`config.mk`:
```
export PLATFORM = sky130hd
export DESIGN_NAME = segtree_ctrl
export DESIGN_NICKNAME = d
export VERILOG_FILES = /design/src/sv/segtree_pkg.sv /design/src/sv/segtree_ctrl.sv
export VERILOG_INCLUDE_DIRS = /design/src /design/src/sv
export SDC_FILE = /design/constraint.sdc
export NUM_CORES = 1
export LEC_CHECK = 0
export BUFFER_PORTS_ARGS = -buffer_cell sky130_fd_sc_hd__buf_2
export CORE_ASPECT_RATIO = 0.6
export CORE_MARGIN = 2
export CORE_UTILIZATION = 39
export DETAILED_ROUTE_END_ITERATION = 10
export PLACE_DENSITY = 0.61
export SLEW_MARGIN = 5
export SYNTH_ARGS = -nofsm -noshare
export SYNTH_HDL_FRONTEND = slang
export SYNTH_SLANG_ARGS = --single-unit
```
`constraint.sdc`:
```
create_clock -name clock -period 5.1 [get_ports clock]
set_input_delay 1.02 -clock clock [delete_from_list [all_inputs] [get_ports clock]]
set_output_delay 1.02 -clock clock [all_outputs]
set_load 0.02 [all_outputs]
```
`src/sv/segment_tree_range_sum_defines.svh`:
```
// assertion macros shared by the segment tree block
`ifndef SEGMENT_TREE_RANGE_SUM_DEFINES_SVH
`define SEGMENT_TREE_RANGE_SUM_DEFINES_SVH

`ifndef ASSERT_OFF

`define ASSERT_ALWAYS(lbl, clk, rst, expr) \
   lbl: assert property (@(posedge clk) disable iff (rst) (expr)) \
      else $error("assertion failed");

`define ASSERT_IMPLIES(lbl, clk, rst, ante, cons) \
   lbl: assert property (@(posedge clk) disable iff (rst) (ante) |-> (cons)) \
      else $error("assertion failed");

`define ASSERT_NEXT(lbl, clk, rst, ante, cons) \
   lbl: assert property (@(posedge clk) disable iff (rst) (ante) |=> (cons)) \
      else $error("assertion failed");

`else

`define ASSERT_ALWAYS(lbl, clk, rst, expr)
`define ASSERT_IMPLIES(lbl, clk, rst, ante, cons)
`define ASSERT_NEXT(lbl, clk, rst, ante, cons)

`endif

`endif

```
`src/sv/segtree_pkg.sv`:
```
`timescale 1ns / 1ps

package segtree_pkg;

   localparam int MAX_POSITIONS = 1024;
   localparam int VALUE_BITS    = 16;
   localparam int STORE_DEPTH   = 2 * MAX_POSITIONS - 1;
   localparam int ADDR_BITS     = $clog2(STORE_DEPTH);
   localparam int POS_BITS      = $clog2(MAX_POSITIONS);
   localparam int CNT_BITS      = POS_BITS + 1;
   localparam int SUM_BITS      = 26;
   localparam int AMOUNT_BITS   = 16;
   localparam int STACK_DEPTH   = 16;
   localparam int SP_BITS       = $clog2(STACK_DEPTH);

   localparam logic [VALUE_BITS-1:0] ELEM_MAX = '1;

   localparam logic [1:0] CMD_SET  = 2'd0;
   localparam logic [1:0] CMD_TAKE = 2'd1;
   localparam logic [1:0] CMD_ADD  = 2'd2;
   localparam logic [1:0] CMD_SUM  = 2'd3;

   localparam logic [1:0] ST_OK    = 2'd0;
   localparam logic [1:0] ST_RANGE = 2'd1;
   localparam logic [1:0] ST_SAT   = 2'd2;

   typedef struct packed {
      logic [1:0]             command;
      logic [POS_BITS-1:0]    index;
      logic [AMOUNT_BITS-1:0] amount;
      logic [POS_BITS-1:0]    range_end;
   } req_type;

   typedef struct packed {
      logic [SUM_BITS-1:0] result_value;
      logic [1:0]          status;
   } rsp_type;

   typedef struct packed {
      logic                 wr_en;
      logic [ADDR_BITS-1:0] wr_addr;
      logic [SUM_BITS-1:0]  wr_data;
      logic                 rd_en;
      logic [ADDR_BITS-1:0] rd_addr;
   } mem_req_type;

   typedef struct packed {
      logic [ADDR_BITS-1:0] k;
      logic [POS_BITS-1:0]  lo;
      logic [POS_BITS-1:0]  hi;
   } node_type;

endpackage

```
`src/sv/segtree_ctrl.sv`:
```
`timescale 1ns / 1ps
`include "segment_tree_range_sum_defines.svh"

module segtree_ctrl (
   input  logic                             clock,
   input  logic                             reset,
   input  logic                             clear_start,
   input  logic                             start,
   input  segtree_pkg::req_type             req,
   input  logic [segtree_pkg::CNT_BITS-1:0] positions,
   input  logic [segtree_pkg::SUM_BITS-1:0] rd_data,
   input  logic                             out_take,
   output logic                             idle,
   output logic                             out_valid,
   output segtree_pkg::rsp_type             out_rsp,
   output segtree_pkg::mem_req_type         mem_req
);

   typedef enum logic [8:0] {
      S_CLEAR   = 9'b000000001,
      S_IDLE    = 9'b000000010,
      S_DESC    = 9'b000000100,
      S_LEAF    = 9'b000001000,
      S_DELTA   = 9'b000010000,
      S_UP      = 9'b000100000,
      S_SUM     = 9'b001000000,
      S_SUM_END = 9'b010000000,
      S_DONE    = 9'b100000000
   } state_type;

   state_type                                state_ff, state_in;
   logic [segtree_pkg::ADDR_BITS-1:0]        clr_ff, clr_in;
   segtree_pkg::req_type                     req_ff, req_in;
   segtree_pkg::node_type                    cur_ff, cur_in;
   logic [segtree_pkg::SUM_BITS-1:0]         acc_ff, acc_in;
   logic [segtree_pkg::SUM_BITS-1:0]         delta_ff, delta_in;
   logic [segtree_pkg::VALUE_BITS-1:0]       new_ff, new_in;
   logic [1:0]                               status_ff, status_in;
   logic [segtree_pkg::SP_BITS-1:0]          sp_ff, sp_in;
   logic                                     pend_ff, pend_in;
   segtree_pkg::node_type                    stk_ff [segtree_pkg::STACK_DEPTH];

   logic                                     push;
   segtree_pkg::node_type                    push_node;
   segtree_pkg::node_type                    top_node;

   logic [segtree_pkg::SUM_BITS-1:0]         alu_a, alu_b, alu_sum;
   logic                                     alu_cin;

   logic [segtree_pkg::POS_BITS-1:0]         last;
   logic                                     idx_bad, end_bad;
   logic [segtree_pkg::POS_BITS:0]           mid_sum;
   logic [segtree_pkg::POS_BITS-1:0]         mid;
   logic [segtree_pkg::ADDR_BITS-1:0]        k_left, k_right, k_par;
   logic                                     covered, disjoint;

   assign last    = segtree_pkg::POS_BITS'(positions - segtree_pkg::CNT_BITS'(1));
   assign idx_bad = segtree_pkg::CNT_BITS'(req.index) >= positions;
   assign end_bad = segtree_pkg::CNT_BITS'(req.range_end) >= positions;
   assign mid_sum = {1'b0, cur_ff.lo} + {1'b0, cur_ff.hi};
   assign mid     = mid_sum[segtree_pkg::POS_BITS:1];
   assign k_left  = {cur_ff.k[segtree_pkg::ADDR_BITS-2:0], 1'b1};
   assign k_right = k_left + segtree_pkg::ADDR_BITS'(1);
   assign k_par   = (cur_ff.k - segtree_pkg::ADDR_BITS'(1)) >> 1;
   assign covered  = (req_ff.index <= cur_ff.lo) && (req_ff.range_end >= cur_ff.hi);
   assign disjoint = (req_ff.index > cur_ff.hi) || (req_ff.range_end < cur_ff.lo);
   assign top_node = stk_ff[sp_ff - segtree_pkg::SP_BITS'(1)];

   // shared adder operand select
   always_comb begin
      alu_a   = acc_ff;
      alu_b   = rd_data;
      alu_cin = 1'b0;
      case (state_ff)
         S_LEAF: begin
            alu_a = rd_data;
            alu_b = segtree_pkg::SUM_BITS'(req_ff.amount);
         end
         S_DELTA: begin
            // new minus old, modulo the node width
            alu_a   = segtree_pkg::SUM_BITS'(new_ff);
            alu_b   = ~acc_ff;
            alu_cin = 1'b1;
         end
         S_UP: begin
            alu_a = rd_data;
            alu_b = delta_ff;
         end
         default: begin
            alu_a = acc_ff;
            alu_b = rd_data;
         end
      endcase
   end

   assign alu_sum = alu_a + alu_b + segtree_pkg::SUM_BITS'(alu_cin);

   always_comb begin
      state_in  = state_ff;
      clr_in    = clr_ff;
      req_in    = req_ff;
      cur_in    = cur_ff;
      acc_in    = acc_ff;
      delta_in  = delta_ff;
      new_in    = new_ff;
      status_in = status_ff;
      sp_in     = sp_ff;
      pend_in   = 1'b0;
      push      = 1'b0;
      push_node = '{k: k_right, lo: mid + segtree_pkg::POS_BITS'(1), hi: cur_ff.hi};
      mem_req   = '0;
      idle      = 1'b0;
      out_valid = 1'b0;

      case (state_ff)
         S_CLEAR: begin
            mem_req.wr_en   = 1'b1;
            mem_req.wr_addr = clr_ff;
            mem_req.wr_data = '0;
            clr_in          = clr_ff + segtree_pkg::ADDR_BITS'(1);
            if (clr_ff == segtree_pkg::ADDR_BITS'(segtree_pkg::STORE_DEPTH - 1)) begin
               state_in = S_IDLE;
            end
         end
         S_IDLE: begin
            idle = 1'b1;
            if (start) begin
               req_in    = req;
               acc_in    = '0;
               status_in = segtree_pkg::ST_OK;
               cur_in    = '{k: '0, lo: '0, hi: last};
               sp_in     = '0;
               if (req.command == segtree_pkg::CMD_SUM) begin
                  if (idx_bad || end_bad) begin
                     status_in = segtree_pkg::ST_RANGE;
                     state_in  = S_DONE;
                  end else if (req.index > req.range_end) begin
                     state_in = S_DONE;
                  end else begin
                     state_in = S_SUM;
                  end
               end else if (idx_bad) begin
                  status_in = segtree_pkg::ST_RANGE;
                  state_in  = S_DONE;
               end else begin
                  state_in = S_DESC;
               end
            end
         end
         S_DESC: begin
            if (cur_ff.lo == cur_ff.hi) begin
               mem_req.rd_en   = 1'b1;
               mem_req.rd_addr = cur_ff.k;
               state_in        = S_LEAF;
            end else if (req_ff.index <= mid) begin
               cur_in = '{k: k_left, lo: cur_ff.lo, hi: mid};
            end else begin
               cur_in = '{k: k_right, lo: mid + segtree_pkg::POS_BITS'(1), hi: cur_ff.hi};
            end
         end
         S_LEAF: begin
            // acc holds the old leaf value until the delta is formed
            acc_in = rd_data;
            case (req_ff.command)
               segtree_pkg::CMD_SET: begin
                  new_in = segtree_pkg::VALUE_BITS'(req_ff.amount);
               end
               segtree_pkg::CMD_ADD: begin
                  if (alu_sum[segtree_pkg::SUM_BITS-1:segtree_pkg::VALUE_BITS] != '0) begin
                     new_in    = segtree_pkg::ELEM_MAX;
                     status_in = segtree_pkg::ST_SAT;
                  end else begin
                     new_in = alu_sum[segtree_pkg::VALUE_BITS-1:0];
                  end
               end
               default: begin
                  new_in = '0;
               end
            endcase
            state_in = S_DELTA;
         end
         S_DELTA: begin
            mem_req.wr_en   = 1'b1;
            mem_req.wr_addr = cur_ff.k;
            mem_req.wr_data = segtree_pkg::SUM_BITS'(new_ff);
            delta_in        = alu_sum;
            if (req_ff.command != segtree_pkg::CMD_TAKE) begin
               acc_in = '0;
            end
            if (cur_ff.k == '0) begin
               state_in = S_DONE;
            end else begin
               mem_req.rd_en   = 1'b1;
               mem_req.rd_addr = k_par;
               cur_in.k        = k_par;
               state_in        = S_UP;
            end
         end
         S_UP: begin
            // write this ancestor and fetch the next one up in the same cycle
            mem_req.wr_en   = 1'b1;
            mem_req.wr_addr = cur_ff.k;
            mem_req.wr_data = alu_sum;
            if (cur_ff.k == '0) begin
               state_in = S_DONE;
            end else begin
               mem_req.rd_en   = 1'b1;
               mem_req.rd_addr = k_par;
               cur_in.k        = k_par;
            end
         end
         S_SUM: begin
            if (pend_ff) begin
               acc_in = alu_sum;
            end
            if (covered || disjoint) begin
               if (covered) begin
                  mem_req.rd_en   = 1'b1;
                  mem_req.rd_addr = cur_ff.k;
                  pend_in         = 1'b1;
               end
               if (sp_ff == '0) begin
                  state_in = S_SUM_END;
               end else begin
                  cur_in = top_node;
                  sp_in  = sp_ff - segtree_pkg::SP_BITS'(1);
               end
            end else begin
               // defer the right child, go on with the left
               push   = 1'b1;
               sp_in  = sp_ff + segtree_pkg::SP_BITS'(1);
               cur_in = '{k: k_left, lo: cur_ff.lo, hi: mid};
            end
         end
         S_SUM_END: begin
            if (pend_ff) begin
               acc_in = alu_sum;
            end
            state_in = S_DONE;
         end
         S_DONE: begin
            out_valid = 1'b1;
            if (out_take) begin
               state_in = S_IDLE;
            end
         end
         default: begin
            state_in = S_IDLE;
         end
      endcase

      if (clear_start) begin
         state_in = S_CLEAR;
         clr_in   = '0;
      end
   end

   always_ff @(posedge clock) begin
      if (reset) begin
         state_ff <= S_CLEAR;
         clr_ff   <= '0;
         pend_ff  <= 1'b0;
         sp_ff    <= '0;
      end else begin
         state_ff <= state_in;
         clr_ff   <= clr_in;
         pend_ff  <= pend_in;
         sp_ff    <= sp_in;
      end
   end

   always_ff @(posedge clock) begin
      req_ff    <= req_in;
      cur_ff    <= cur_in;
      acc_ff    <= acc_in;
      delta_ff  <= delta_in;
      new_ff    <= new_in;
      status_ff <= status_in;
      if (push) begin
         stk_ff[sp_ff] <= push_node;
      end
   end

   assign out_rsp.result_value = acc_ff;
   assign out_rsp.status       = status_ff;

   `ASSERT_IMPLIES(a_stack_room, clock, reset, push, sp_ff != '1)
   `ASSERT_IMPLIES(a_clear_zero, clock, reset, state_ff == S_CLEAR,
                   mem_req.wr_en && (mem_req.wr_data == '0))
   `ASSERT_IMPLIES(a_up_addr, clock, reset, state_ff == S_UP,
                   $past(mem_req.rd_en) && ($past(mem_req.rd_addr) == mem_req.wr_addr))
   `ASSERT_IMPLIES(a_pend_sum, clock, reset, pend_ff,
                   (state_ff == S_SUM) || (state_ff == S_SUM_END))
   `ASSERT_NEXT(a_start_busy, clock, reset, start && idle && !clear_start, !idle)

endmodule

```
==> run summary, run 1 <==
The flow ran to the end, but the final reports show violations. The final reports fail on negative setup slack. In the routed design, unresolved DRC markers number 0. The final weighted congestion of routability-driven global placement is 0.992.

The startpoint identified for the worst hold timing path is sp_ff[1]$_SDFFE_PP0P_. The die outline height came out at 221 um. The clock network burns 41.6% of the power. The portion of the post-synthesis area used by sequential elements is 62.5%. Sorting the synthesized cells by how often they occur yields sky130_fd_sc_hd__edfxtp_1, sky130_fd_sc_hd__nand2_1, sky130_fd_sc_hd__ha_1. By area the synthesized netlist is led by sky130_fd_sc_hd__edfxtp_1, sky130_fd_sc_hd__mux4_2, sky130_fd_sc_hd__ha_1. The area growth from synthesis to layout is 20.5%. Overall power consumption after layout is estimated at 10.5 mW. The area share of the largest cell type after synthesis came out at 60.8%. In this run the worst hold path is classified as flop to flop.

The via count of the routed design came out at 20.9k. The post-route cell area is 36800 um2. The combinational cell fraction of total power is 4.2%.

The clock-pin slew of the registers on the worst-case setup and hold paths came out at 0.06 ns. The achievable clock frequency came out at 180 MHz. The internal reg-to-reg setup slack is 0.08 ns.

The number of buffers inserted by hold repair at cts is 0. The number of max-slew violations in the final report was 0. The sequential group share of total power came out at 54.3%. The final layout contains routed wiring with a total length of a little over 90 mm.

Among all flip-flop cells after synthesis, the most frequent one is sky130_fd_sc_hd__edfxtp_1. No sink is reached through more buffers than the 3 on the longest clock path. The reported max-cap violation count came out at 0. After synthesis, the netlist uses 82 different library cells. The die outline area is 80700 um2.

The data arrival time of the critical path came out at 4.55 ns. The width of the die came out at 365 um. The critical path is of the flop to primary output type.

The placed wire-length estimate after detailed placement came out at 63.1 mm. The analysis attributes to cell leakage a power of between 10 and 15 nW. The reg-to-reg endpoint is new_ff[5]$_SDFFCE_PN0N_. The number of nets at the end of the flow is 2648. The relative slew slack is 15.9%.

The maximum single-stage delay on the critical path came out at 0.48 ns. For this run, the detailed router's first-pass iteration total came to 5. The pin count of the biggest net entering global routing came out at 45. The slowest stage of the critical path is the sky130_fd_sc_hd__a222oi_1 cell. The number of flip-flops and latches in the synthesized netlist came out at 644.

The worst-case reg-to-reg path depth is 24. The worst hold path terminates at sp_ff[1]$_SDFFE_PP0P_. The final worst-path setup slack came out at -0.470 ns. The instance count of the mapped netlist came out at between 2k and 2.5k. Yosys printed 0 warnings.

Setup violations remaining at the end of the flow were counted as 17. The internal power component is 8.29 mW. The net switching component of the power came out at 2.25 mW. The total overflow reported by the global router came out at 0. The worst setup path is launched from a flop. The total global-route track usage is 22.2%. The number of synthesized flops with an enable pin is 619.

The worst voltage drop across the vdd grid is 0.303 mV. TritonCTS built the clock tree. Data on the critical path is required at its endpoint by 4.08 ns. The count of standard-cell rows is 79.

The worst hold path cell count is 2. Once the floorplan was initialized, standard cells occupied 39.4% of the core. In this run the mean area of a mapped cell was 14.3 um2. The share of total power consumed by net switching is a little over a fifth. The detailed-route wire length per cell came out at 25.8 um. The final critical-path share of the clock period came out at 109%. The count of final hold-check violations came to 0. The worst clock skew came out at 0.0165 ns. The number of antenna violations at the first check in global routing came out at 8. The post-place instance area is 33700 um2.

Summed over all instances, the cell type with the most area after synthesis is sky130_fd_sc_hd__edfxtp_1. Measured on the finished design, the core utilization comes to 47.5%. The per-cell via count in the routed design is 5.89. For the pin with the worst max-slew slack, the measured transition is 1.26 ns.

In this run the critical register-to-register path is launched from state_ff[0]$_SDFFE_PP1P_. The maximum net fanout on the critical path came out at 5. The remaining number of nets flagged by the antenna check after routing came out at 0. The placeable core area came out at 77500 um2. Setup repair after global routing could not meet its margin everywhere. The net count after synthesis is 2345.

The clock net sink count is 644. Power spread over the standard cell area amounts to around 290 nW/um2. The number of filler instances in the final layout came out at between 6k and 7k. The H-tree generated during clock tree synthesis spans 2 levels. The fraction of layout instances using a drive strength above 1 is about 28%. Among all cell types in the netlist, the one instantiated most often is sky130_fd_sc_hd__edfxtp_1. Input and output buffers added on the ports amount to 159. For the worst-skew pair, the clock arrives at the later sink with an insertion delay of 0.63 ns.

The number of global-route vias before repair is a little under 20k. For this run, asynchronously set or reset flops after synthesis account for 0%. STA classifies the critical path endpoint as a primary output. The signal on the critical path passes through nor4_4 -> nand2_2 -> nand3b_4 -> a222oi_1 -> fa_2 -> inv_2 -> fa_2 -> a211oi_2 -> o21ai_2 -> o2111ai_2 -> buf_6 -> nand4b_1 -> a31o_1 -> a21oi_2 -> xnor2_1 -> and2_1 -> buf_6. The initial detailed-routing violation count came out at ~3.1k. The area of the mapped netlist is 30600 um2. CTS placed an instance of sky130_fd_sc_hd__clkbuf_16 at the clock tree root. The number of top-level design ports is 160. The time the worst path needs with I/O delays and setup came out at 5.57 ns. The total CTS buffers came out at 56. The first-pass GRT wire length came out at 133 mm.
[sequential cells by signal (all words and copies together), names as in the netlist]
name       flops
status_ff      2
clr_ff        11
req_ff        38
delta_ff      26
sp_ff          4
pend_ff        1
acc_ff        26
state_ff       9
stk_ff       480
cur_ff        31
new_ff        16
[worst max-delay path: cells and delay by family, from the launching register on]
family                   cells  cell delay [ns]
AND/OR/NAND/NOR              5             0.95
adder cells (fa/ha/maj)      2             0.72
flip-flops                   1             0.33
AO/OA/AOI/OAI                6             1.42
XOR/XNOR                     1             0.16
buffers and inverters        3             0.33
[worst max path at each step]
stage,to,cells after the start,startpoint,slack (ns)
3_5_place_dp,mem_req[36],17,rd_data[0],-0.15
4_1_cts,mem_req[34],17,state_ff[0]$_SDFFE_PP1P_,-0.31
6_report,mem_req[36],17,state_ff[0]$_SDFFE_PP1P_,-0.47
2_1_floorplan,mem_req[36],17,state_ff[1]$_SDFFE_PP0P_,0.002
5_1_grt,mem_req[34],17,state_ff[0]$_SDFFE_PP1P_,-0.63
3_3_place_gp,mem_req[34],17,rd_data[0],-0.23
[cell usage in the layout, fill, tap and decap left out, types with 57 or more instances in the layout]
cell type / Yosys / routed
sky130_fd_sc_hd__clkbuf_16: 0 / 57
sky130_fd_sc_hd__buf_4: 1 / 161
sky130_fd_sc_hd__a21oi_1: 72 / 62
sky130_fd_sc_hd__nand2_1: 199 / 191
sky130_fd_sc_hd__o21ai_0: 93 / 77
sky130_fd_sc_hd__mux4_2: 120 / 120
sky130_fd_sc_hd__nor2_1: 100 / 82
sky130_fd_sc_hd__buf_2: 7 / 142
sky130_fd_sc_hd__inv_1: 88 / 87
sky130_fd_sc_hd__edfxtp_1: 619 / 619
sky130_fd_sc_hd__ha_1: 125 / 117
[power groups by stage]
stage / registers [mW] / clock network, mW / logic [mW]
2_1_floorplan: 5.83 / 0 / 0.172
3_3_place_gp: 5.83 / 0 / 0.334
3_5_place_dp: 5.83 / 0 / 0.340
4_1_cts: 5.72 / 4.45 / 0.377
5_1_grt: 5.71 / 4.67 / 0.467
6_report: 5.72 / 4.38 / 0.438
[cell type report]
type / instances / area, um2 / area share [%]
multi-input cells: 1295 / 11500 / 31.3
flip-flops and latches: 644 / 19100 / 51.9
inverters: 90 / 338 / 0.917
diodes: 6 / 15.0 / 0.0408
clock buffers: 66 / 1440 / 3.91
repair buffers: 353 / 2680 / 7.29
clock inverters: 35 / 404 / 1.10
well taps: 1053 / 1320 / 3.58
[through the flow]
step	std cells	hold slack, ns	TNS, ns	worst slack [ns]
2_1_floorplan	2137	0.471	0	0.00172
3_3_place_gp	3392	0.517	-0.525	-0.230
3_5_place_dp	3392	0.527	-0.898	-0.155
4_1_cts	3521	0.536	-2.76	-0.313
5_1_grt	3539	0.547	-8.18	-0.634
6_report	3542	0.546	-4.47	-0.470
[timing repair]
item | in CTS | in global routing
endpoints found under the hold margin | 0 | 0
gates resized for setup | 110 | 91
endpoints found under the setup margin | 23 | 53
pin swaps | 50 | 43
setup buffers | 28 | 17
cloned | 3 | 1
[layer usage]
| layer | part of all wire, % | global-route usage (%) | up-vias | wire length [um] |
|---|---|---|---|---|
| met5 | 0.15 | 0 | - | 141 |
| met4 | 1.6 | 3.16 | 10 | 1430 |
| met3 | 13 | 7.23 | 134 | 11600 |
| met2 | 39 | 28.5 | 1153 | 35900 |
| met1 | 46 | 36.5 | 10596 | 42300 |
| li1 | - | - | 8982 | - |
[cell families after synthesis]
group	after synthesis	synth area share [%]
AO/OA/AOI/OAI	420	9.18
XOR/XNOR	71	2.04
adder cells (fa/ha/maj)	128	5.31
buffers and inverters	198	2.48
flip-flops	644	62.5
multiplexers	173	10.6
AND/OR/NAND/NOR	503	7.94
No activity file was read; power rests on OpenSTA's default activity.
==> inputs of run 2 (changes only) <==
- CORE_UTILIZATION: 39 -> 56
- PLACE_DENSITY: 0.61 -> 0.81
==> run summary, run 2 (same netlist as run 1, synthesis figures left out) <==
The number of port buffers is 159. The die outline area is 56500 um2. The placeable core area is 54000 um2.

Global routing used around 31% of the available tracks across all layers. The tree is rooted in a sky130_fd_sc_hd__clkbuf_16. The routed wire length came out at 88.1 mm. The final reports fail on negative setup slack. The number of max-slew violations in the final report came out at 0. The internal power component came out at 8.27 mW. The top cell types in the final layout, fill and taps aside, are sky130_fd_sc_hd__edfxtp_1, sky130_fd_sc_hd__nand2_1, sky130_fd_sc_hd__buf_4. The worst clock skew is 0.0258 ns. The fraction of layout instances using a drive strength above 1 came out at about a quarter. The initial detailed-routing violation count is ~3k. The per-cell via count in the routed design came out at 6.62.

Static timing analysis puts the maximum clock frequency at 177 MHz. The final route contains 21.1k vias. The number of design rule violations left after detail routing came out at 0. The library cell used most frequently in the layout, excluding fill and tap cells, is sky130_fd_sc_hd__edfxtp_1. The total CTS buffers came out at 56. In this run the tightest slew margin relative to its limit is 13.0%. The path class of the tightest hold or removal check is flop to flop. The later pin in the worst-skew pair is clocked with a latency of 0.63 ns. The combinational cell fraction of total power is under 10%. The worst setup path is captured at a primary output. The remaining number of nets flagged by the antenna check after routing is 0. The first-pass GRT wire length is 129 mm. The number of top-level design ports is 160. CTS saw 644 sinks. Across the VDD grid, the largest voltage drop is between 0.3 and 0.4 mV. The largest registers in the layout are stk_ff (480), req_ff (38), cur_ff (31).

The number of nets at the end of the flow came out at 2638. The net switching component of the power is 2.19 mW. The final-report setup violation count came out at 35. The number of global-route vias before repair came out at 20.5k. The H-tree generated during clock tree synthesis spans 2 levels. The number of filler instances in the final layout came out at ~3.7k. The transition at the pin with the smallest max-transition slack is 1.30 ns. The clock tree from TritonCTS is yes. The fraction of power consumed by the clock network came out at about two fifths.

Cells fill 66.6% of the core in the end. Of the total power, the share spent switching nets is 21.0%. The initial core utilization is between 50% and 60%. After global routing the overflow that remains totals 0.

The power density relative to cell area is between 200 and 300 nW/um2. The placed wire-length estimate after detailed placement is 58.1 mm. The number of detailed-routing iterations run before antenna repair came out at 5.

The final worst-path setup slack is -0.552 ns. The flip-flop count of the largest register after layout came out at between 400 and 500. The worst setup path is launched from a flop. The flow ran to the end, but the final reports show violations.

The final critical-path share of the clock period is 111%. The leakage dissipation is roughly 13 nW. The total power after layout is 10.5 mW. The reported max-cap violation count came out at 0. The data arrival time of the critical path came out at 4.63 ns.

Dividing the detail-routed wire length by the instance count gives 27.6 um. The path type of the worst setup path is flop to primary output. The maximum net fanout on the critical path came out at 17. After clock tree synthesis, the clock-pin slew on the worst setup and hold paths is 0.07 ns. Registers are responsible for 54.6% of the overall power. In this run the deepest clock path goes through 3 buffers. Ranked by flip-flop count, first place goes to stk_ff.

The layout overhead on the synthesized area is 17.8%. The number of antenna violations at the first check in global routing came to 7. The congestion estimate from routability-driven global placement came to 1.03. The worst slack after detailed placement came out at -0.474 ns. The count of standard-cell rows came out at 66. Setup repair after global routing could not meet its margin everywhere. The die outline height is 185 um. The count of final hold-check violations is 0. The smallest clock period supported by the final layout is computed as between 5 and 6 ns. The pin count of the biggest net entering global routing is 68. The width of the die is 306 um. The critical path data required time came out at 4.08 ns. The number of buffers inserted by hold repair at cts came out at 0.
## run 2: cell types whose count changed in the layout (fill, tap and decap cells not counted), moves of 4 or more
cell / delta
sky130_fd_sc_hd__buf_6: -15
sky130_fd_sc_hd__clkinv_2: +4
sky130_fd_sc_hd__xor2_1: +5
sky130_fd_sc_hd__xor2_2: -5
## run 2: cell type report
class	count	area, um2	share of cell area (%)
antenna	6	15.0	0.0417
clock buffer	70	1520	4.22
clock inverter	34	337	0.935
inverter	90	338	0.939
multi-input combinational	1295	11300	31.4
sequential	644	19100	53.1
tap	714	893	2.48
timing repair buffer	343	2500	6.95
## run 2: critical path, cell delays in order (launching register included)
cell and delay (ns):
sky130_fd_sc_hd__dfxtp_2 0.34, sky130_fd_sc_hd__nor4_4 0.32, sky130_fd_sc_hd__nand2_2 0.12, sky130_fd_sc_hd__buf_4 0.19
sky130_fd_sc_hd__nor3b_4 0.29, sky130_fd_sc_hd__inv_2 0.10, sky130_fd_sc_hd__buf_12 0.18, sky130_fd_sc_hd__o211ai_1 0.20
sky130_fd_sc_hd__ha_1 0.33, sky130_fd_sc_hd__a21oi_2 0.23, sky130_fd_sc_hd__o211ai_1 0.21, sky130_fd_sc_hd__o21ai_1 0.25
sky130_fd_sc_hd__buf_4 0.15, sky130_fd_sc_hd__nand4b_1 0.17, sky130_fd_sc_hd__a31o_1 0.28, sky130_fd_sc_hd__a21oi_2 0.19
sky130_fd_sc_hd__xnor2_2 0.16, sky130_fd_sc_hd__and2_4 0.18, sky130_fd_sc_hd__buf_6 0.11
## run 2: power by group through the flow
stage | clock network [mW] | registers (mW) | logic, mW
detailed placement | 0 | 5.83 | 0.336
floorplan | 0 | 5.83 | 0.172
finish | 4.34 | 5.72 | 0.413
global placement | 0 | 5.83 | 0.327
CTS | 4.36 | 5.72 | 0.370
global route | 4.57 | 5.71 | 0.439
## run 2: repair_timing
action / CTS / global route
buffers inserted: 21 / 11
endpoints found under the setup margin: 61 / 76
pin swaps: 39 / 20
gates resized for setup: 80 / 59
gates cloned: 2 / 1
## run 2: final timing paths
kind / from / endpoint / slack [ns] / depth (start not counted)
max: state_ff[0]$_SDFFE_PP1P_ / mem_req[36] / -0.55 / 18
min: sp_ff[1]$_SDFFE_PP0P_ / sp_ff[1]$_SDFFE_PP0P_ / 0.56 / 2
max reg2reg: state_ff[0]$_SDFFE_PP1P_ / new_ff[15]$_SDFFCE_PN0N_ / -0.15 / 25
min reg2reg: sp_ff[1]$_SDFFE_PP0P_ / sp_ff[1]$_SDFFE_PP0P_ / 0.56 / 2
## run 2: per-stage QoR
| stage | setup TNS (ns) | area [um2] | hold WS, ns | std cells |
|---|---|---|---|---|
| 6_report | -7.90 | 36000 | 0.557 | 3196 |
| 5_1_grt | -14.03 | 36000 | 0.556 | 3194 |
| 4_1_cts | -4.70 | 35600 | 0.547 | 3178 |
| 3_5_place_dp | -2.84 | 33300 | 0.531 | 3051 |
| 3_3_place_gp | -1.20 | 33300 | 0.516 | 3051 |
| 2_1_floorplan | 0 | 30600 | 0.471 | 2137 |
## run 2: metal layers
metal	vias to the layer above	GRT usage, %	wire (um)
li1	8934	-	-
met1	10587	46.9	36700
met2	1418	44.5	38300
met3	199	7.35	10500
met4	8	7.59	2380
met5	-	1.55	110
